==> config.mk <==
export PLATFORM = sky130hd
export DESIGN_NAME = socks5_handshake_parser_core
export DESIGN_NICKNAME = d
export VERILOG_FILES = /design/src/hw/rtl/s5hp_pkg.sv /design/src/hw/rtl/socks5_handshake_parser_core.sv
export SDC_FILE = /design/constraint.sdc
export NUM_CORES = 1
export LEC_CHECK = 0
export BUFFER_PORTS_ARGS = -buffer_cell sky130_fd_sc_hd__buf_2
export CAP_MARGIN = 20
export CORE_ASPECT_RATIO = 1.5
export CORE_MARGIN = 8
export CORE_UTILIZATION = 30
export DETAILED_ROUTE_END_ITERATION = 10
export HOLD_SLACK_MARGIN = 0.03
export PLACE_DENSITY = 0.53
export SYNTH_ARGS = -nofsm -noshare
export SYNTH_HDL_FRONTEND = slang
export SYNTH_SLANG_ARGS = --single-unit
==> constraint.sdc <==
create_clock -name clock -period 5.85 [get_ports clock]
set_input_delay 1.17 -clock clock [delete_from_list [all_inputs] [get_ports clock]]
set_output_delay 1.17 -clock clock [all_outputs]
set_load 0.02 [all_outputs]
==> src/hw/rtl/s5hp_pkg.sv <==
`timescale 1ns / 1ps

package s5hp_pkg;

   localparam logic [2:0] STATUS_OK          = 3'd0;
   localparam logic [2:0] STATUS_BAD_VERSION = 3'd1;
   localparam logic [2:0] STATUS_BAD_COMMAND = 3'd2;
   localparam logic [2:0] STATUS_BAD_ATYP    = 3'd3;
   localparam logic [2:0] STATUS_JUNK        = 3'd4;

   localparam logic [7:0] SOCKS_VERSION   = 8'd5;
   localparam logic [7:0] CMD_CONNECT     = 8'd1;
   localparam logic [7:0] ATYP_IPV4       = 8'd1;
   localparam logic [7:0] ATYP_DOMAIN     = 8'd3;
   localparam logic [7:0] ATYP_IPV6       = 8'd4;
   localparam logic [7:0] IPV4_ADDR_BYTES = 8'd4;
   localparam logic [7:0] IPV6_ADDR_BYTES = 8'd16;

   localparam logic [7:0] METHOD_NO_AUTH  = 8'd0;
   localparam logic [7:0] METHOD_GSSAPI   = 8'd1;
   localparam logic [7:0] METHOD_USERPASS = 8'd2;

   localparam logic KIND_GREETING = 1'b0;
   localparam logic KIND_REQUEST  = 1'b1;

   typedef struct packed {
      logic       kind;
      logic       start_req;
      logic [7:0] data_byte;
   } req_type;

   typedef struct packed {
      logic [2:0]  status;
      logic        complete;
      logic [2:0]  auth_mask;
      logic [7:0]  address_type;
      logic        address_valid;
      logic [7:0]  address_byte;
      logic [7:0]  address_index;
      logic [7:0]  address_length;
      logic [15:0] dest_port;
   } rsp_type;

endpackage

==> src/hw/rtl/socks5_handshake_parser_core.sv <==
`timescale 1ns / 1ps

// SOCKS5 handshake parser: takes one message byte per item and returns one
// status item per byte. Throughput is one item per clock cycle while the
// result is not stalled; an accepted item goes from an input register through
// the phase decoder into the result register. A stalled result holds the
// result register, and the input register keeps taking an item as long as the
// result register can drain. A byte with start_req high restarts parsing with
// the given kind; errors stay in status until the next start.
module socks5_handshake_parser_core
   import s5hp_pkg::*;
(
   input  logic    clock,
   input  logic    reset,
   input  logic    req_valid,
   output logic    req_stall,
   input  req_type req_data,
   output logic    rsp_valid,
   input  logic    rsp_stall,
   output rsp_type rsp_data
);

   typedef enum logic [3:0] {
      PH_IDLE,
      PH_G_VER,
      PH_G_NM,
      PH_G_METH,
      PH_G_DONE,
      PH_R_VER,
      PH_R_CMD,
      PH_R_RSV,
      PH_R_ATYP,
      PH_R_ALEN,
      PH_R_ADDR,
      PH_R_PORT,
      PH_R_DONE,
      PH_ERR
   } phase_type;

   phase_type   phase_ff, phase_in;
   logic [7:0]  pos_ff, pos_in;
   logic [7:0]  cnt_ff, cnt_in;
   logic [2:0]  meth_ff, meth_in;
   logic [7:0]  atyp_ff, atyp_in;
   logic [15:0] port_ff, port_in;
   logic [2:0]  err_ff, err_in;

   logic        in_valid_ff;
   req_type     in_data_ff;
   logic        out_valid_ff;
   rsp_type     out_data_ff, out_data_in;

   logic        out_free;
   logic        advance;

   phase_type   base_phase;
   logic [7:0]  c;
   logic [7:0]  pos_inc;

   assign out_free  = !out_valid_ff || !rsp_stall;
   assign advance   = in_valid_ff && out_free;
   assign req_stall = in_valid_ff && !out_free;
   assign rsp_valid = out_valid_ff;
   assign rsp_data  = out_data_ff;

   assign c = in_data_ff.data_byte;

   always_comb begin
      phase_in = phase_ff;
      pos_in   = pos_ff;
      cnt_in   = cnt_ff;
      meth_in  = meth_ff;
      atyp_in  = atyp_ff;
      port_in  = port_ff;
      err_in   = err_ff;
      base_phase = phase_ff;
      out_data_in = '0;

      // start clears everything and opens the message of the given kind
      if (in_data_ff.start_req) begin
         pos_in  = '0;
         cnt_in  = '0;
         meth_in = '0;
         atyp_in = '0;
         port_in = '0;
         err_in  = STATUS_OK;
         base_phase = (in_data_ff.kind == KIND_REQUEST) ? PH_R_VER : PH_G_VER;
      end
      phase_in = base_phase;
      pos_inc  = pos_in + 8'd1;

      unique case (base_phase)
         PH_G_VER: begin
            if (c != SOCKS_VERSION) begin
               err_in   = STATUS_BAD_VERSION;
               phase_in = PH_ERR;
            end else begin
               phase_in = PH_G_NM;
            end
         end
         PH_G_NM: begin
            pos_in   = '0;
            cnt_in   = c;
            phase_in = (c == 8'd0) ? PH_G_DONE : PH_G_METH;
         end
         PH_G_METH: begin
            if (c == METHOD_NO_AUTH)  meth_in = meth_in | 3'b001;
            if (c == METHOD_GSSAPI)   meth_in = meth_in | 3'b010;
            if (c == METHOD_USERPASS) meth_in = meth_in | 3'b100;
            pos_in = pos_inc;
            if (pos_inc == cnt_in) phase_in = PH_G_DONE;
         end
         PH_R_VER: begin
            if (c != SOCKS_VERSION) begin
               err_in   = STATUS_BAD_VERSION;
               phase_in = PH_ERR;
            end else begin
               phase_in = PH_R_CMD;
            end
         end
         PH_R_CMD: begin
            if (c != CMD_CONNECT) begin
               err_in   = STATUS_BAD_COMMAND;
               phase_in = PH_ERR;
            end else begin
               phase_in = PH_R_RSV;
            end
         end
         PH_R_RSV: begin
            phase_in = PH_R_ATYP;
         end
         PH_R_ATYP: begin
            atyp_in = c;
            pos_in  = '0;
            if (c == ATYP_IPV4) begin
               cnt_in   = IPV4_ADDR_BYTES;
               phase_in = PH_R_ADDR;
            end else if (c == ATYP_DOMAIN) begin
               phase_in = PH_R_ALEN;
            end else if (c == ATYP_IPV6) begin
               cnt_in   = IPV6_ADDR_BYTES;
               phase_in = PH_R_ADDR;
            end else begin
               err_in   = STATUS_BAD_ATYP;
               phase_in = PH_ERR;
            end
         end
         PH_R_ALEN: begin
            pos_in   = '0;
            cnt_in   = c;
            phase_in = (c == 8'd0) ? PH_R_PORT : PH_R_ADDR;
         end
         PH_R_ADDR: begin
            out_data_in.address_valid = 1'b1;
            out_data_in.address_byte  = c;
            out_data_in.address_index = pos_in;
            pos_in = pos_inc;
            if (pos_inc == cnt_in) begin
               pos_in   = '0;
               phase_in = PH_R_PORT;
            end
         end
         PH_R_PORT: begin
            // port arrives high byte first
            if (pos_in == 8'd0) begin
               port_in = {c, 8'h00};
               pos_in  = 8'd1;
            end else begin
               port_in  = port_in | {8'h00, c};
               phase_in = PH_R_DONE;
            end
         end
         PH_G_DONE, PH_R_DONE: begin
            err_in   = STATUS_JUNK;
            phase_in = PH_ERR;
         end
         default: begin
         end
      endcase

      if (phase_in == PH_R_ADDR || phase_in == PH_R_PORT || phase_in == PH_R_DONE)
         out_data_in.address_length = cnt_in;

      out_data_in.status       = err_in;
      out_data_in.complete     = (err_in == STATUS_OK) &&
                                 (phase_in == PH_G_DONE || phase_in == PH_R_DONE);
      out_data_in.auth_mask    = meth_in;
      out_data_in.address_type = atyp_in;
      out_data_in.dest_port    = port_in;
   end

   always_ff @(posedge clock) begin
      if (req_valid && !req_stall) begin
         in_data_ff <= req_data;
      end
      if (advance) begin
         out_data_ff <= out_data_in;
      end
      if (reset) begin
         in_valid_ff  <= 1'b0;
         out_valid_ff <= 1'b0;
         phase_ff     <= PH_IDLE;
         pos_ff       <= '0;
         cnt_ff       <= '0;
         meth_ff      <= '0;
         atyp_ff      <= '0;
         port_ff      <= '0;
         err_ff       <= STATUS_OK;
      end else begin
         if (!in_valid_ff || out_free) begin
            in_valid_ff <= req_valid;
         end
         if (out_free) begin
            out_valid_ff <= in_valid_ff;
         end
         if (advance) begin
            phase_ff <= phase_in;
            pos_ff   <= pos_in;
            cnt_ff   <= cnt_in;
            meth_ff  <= meth_in;
            atyp_ff  <= atyp_in;
            port_ff  <= port_in;
            err_ff   <= err_in;
         end
      end
   end

endmodule

==> reports/qor.yml <==
status:
  status: "completed"
cts:
  post-cts-setup-buffers: 0
  clkTransAtPathRegs_ns: 0.06
  cts_tree: "built"
  cts_buffers: 17
  ctsResizeCount: 0
  clk_latency_ns: 0.41
  clockBufferDepth: 2
  htreeDepth: 4
  clock-sinks: 118
  cts_root_buf: "clkbuf_16"
  postCtsHoldBufs: 0
sta:
  relSlewSlack: 0.399
  fmax_mhz: 286
  period_share: 0.597
  finalHoldViolations: 0
  rsz0062_at_grt: "no"
  tightest_slew_ns: 0.899
  whs_ns: 0.456
  fin_tns_setup_ns: 0
  setup_ws_ns: 2.36
  setup_viol_count_final: 0
  final_max_slew_viol_count: 0
  finClkSkew_ns: 0.0109
  min_period_ns: 3.49
final_layout:
  num-nets-final: 689
  diodes: 0
  layout-drive-gt1-share: 0.192
  multi_input_area_sq_um: 2540
  regArea_sq_um: 3020
  syn_to_final_growth_pct: 19.3
  num-fill-cells: 1962
synth:
  synth_area_leaders: "edfxtp_1, dfxtp_1, nand2_1, nor2_1, o21ai_0"
  synth_edf_count: 66
  yosysTopAreaCell: "edfxtp_1"
  synth_area_per_cell_sq_um: 9.32
  synth_top_area_share: 0.339
  synthArstFlopShare: 0
  ys_types: 70
  syn_inst: 628
  syn-cell-area_sq_um: 5850
  synthMostInstantiatedCell: "nand2_1"
  synth_nets: 644
  yosysWarnings: 0
  seq_area_frac_synth: 0.516
  ys_seq_elements: 118
  synth_common_cells: "nand2_1, edfxtp_1, nor2_1"
  synth_ff_type: "edfxtp_1"
floorplanning:
  rows: 62
  start_util: 0.306
  core_area_sq_um: 19200
  die_area_sq_um: 24300
  chipHeight_um: 187
  die_w_um: 130
  ios: 72
placed_design:
  pre_cts_slack_ns: 2.18
  hpwl_um: 12200
  place_congestion: 0.860
  port_buffers: 71
global_routing:
  antenna_found_initial: 0
  grt_max_degree: 54
  globalRouteTotalUtil: 0.150
  grt_pass1_wl_um: 28100
  overflow: 0
  grt_pass1_vias: 4892
worst_setup_path:
  ff2ff_path_depth: 9
  worstPathArrival_ns: 3.62
  worst-setup-path-type: "reg -> reg"
  worst_ep_required_time_ns: 5.97
  slowest_delay_ns: 0.57
  endpoint: "rsp_data[23]"
  cp-start-kind: "flip-flop"
  reg2reg_to: "rsp_data[23]"
  crit_fanout: 40
  cp_slowest_cell: "or4_4"
  timing.rr.start: "in_data_ff[8]"
  rrSetupSlack_ns: 2.36
  worstPathCellList: "buf_4, nor2b_1, ha_1, nand3_2, or4_4, a221oi_4, a31oi_1, o32ai_4, o21ai_0"
  crit_start: "in_data_ff[8]"
  endpoint_kind: "flip-flop"
pwr:
  p_switching_uw: 554
  combPwrFrac: 0.085
  irDropWorstVdd_v: 0.000174
  p_seq_frac: 0.428
  power_density_nw_per_um2: 314
  p_int_mw: 1.64
  leakage_nw: 2.54
  switching_share: 0.253
  clock_power_share: 0.487
routing:
  viasPerCell: 5.23
  ant_nets: 0
  dr.pass1.iters: 5
  via_count: 4923
  drt_iter0_markers: 402
  wire_per_inst_um: 18.9
  routed_wl_um: 17800
  drc: 0
flow_run:
  cap_violations: 0
min_path:
  min_path_type: "reg -> reg"
-- cell usage in the layout (no fill, tap or decap), types with 16 or more instances in the layout --
master,instances
nand2_1,92
buf_2,71
edfxtp_1,66
nor2_1,63
dfxtp_1,52
o21ai_0,40
a21oi_1,38
nor3_1,20
clkbuf_16,17
a22oi_1,16
-- metrics by stage --
stage	std cells	utilization	power, mW	area, sq um
after floorplan	628	-	1.08	5850
after global placement	910	0.333	1.14	6380
after detailed placement	910	0.333	1.14	6380
after CTS	942	0.364	2.22	6980
after global routing	942	0.364	2.28	6980
final	942	0.364	2.19	6980
-- worst min-delay path by stage --
stage | startpoint | endpoint | slack (ns) | cells after the start
2_1_floorplan | err_ff[2] | err_ff[2] | 0.44 | 2
3_3_place_gp | atyp_ff[5] | atyp_ff[5] | 0.44 | 2
3_5_place_dp | atyp_ff[2] | atyp_ff[2] | 0.45 | 2
4_1_cts | atyp_ff[2] | atyp_ff[2] | 0.46 | 2
5_1_grt | err_ff[0] | err_ff[0] | 0.47 | 2
6_report | atyp_ff[2] | atyp_ff[2] | 0.46 | 2
-- logic make-up (layout without fill, tap and decap cells) --
logic type	after synthesis	after routing	synth area share
multiplexers	1	1	0.00192
adder cells (fa/ha/maj)	2	2	0.00427
AND/OR/NAND/NOR	266	266	0.227
buffers and inverters	70	128	0.0489
AO/OA/AOI/OAI	159	159	0.184
flip-flops	118	118	0.516
XOR/XNOR	12	12	0.0180
-- flip-flops by register name (all words and copies together) (netlist names), 2 cells and up --
signal / cells
cnt_ff: 8
meth_ff: 3
port_ff: 16
atyp_ff: 8
rsp_data: 56
c: 8
pos_ff: 8
phase_ff: 4
err_ff: 3
in_data_ff: 2
-- routing by layer --
| metal | routed length (um) | GRT usage |
|---|---|---|
| met5 | 0 | 0 |
| met4 | 496 | 0.0633 |
| met3 | 766 | 0.0283 |
| met2 | 9280 | 0.261 |
| met1 | 7250 | 0.172 |
-- power by group through the flow --
stage	Combinational (mW)	Clock [mW]	Sequential (mW)
after floorplan	0.120	0	0.956
after global placement	0.187	0	0.954
after detailed placement	0.187	0	0.955
after CTS	0.188	1.09	0.938
after global routing	0.203	1.13	0.941
final	0.187	1.07	0.938
-- worst max-delay path, delay by kind of cell, from the launching register on --
kind | cells | cell delay [ns]
compound gates | 4 | 1.29
flops | 1 | 0.38
simple gates | 3 | 0.94
buf+inv | 1 | 0.30
fa+ha+maj | 1 | 0.30
-- final cells by class --
type | count | share of cell area
sequential | 118 | 0.433
multi-input combinational | 440 | 0.364
timing repair buffer | 82 | 0.0627
clock buffer | 18 | 0.0615
tap | 256 | 0.0459
clock inverter | 14 | 0.0249
inverter | 14 | 0.00770
Power figures use the tool's default switching activity.
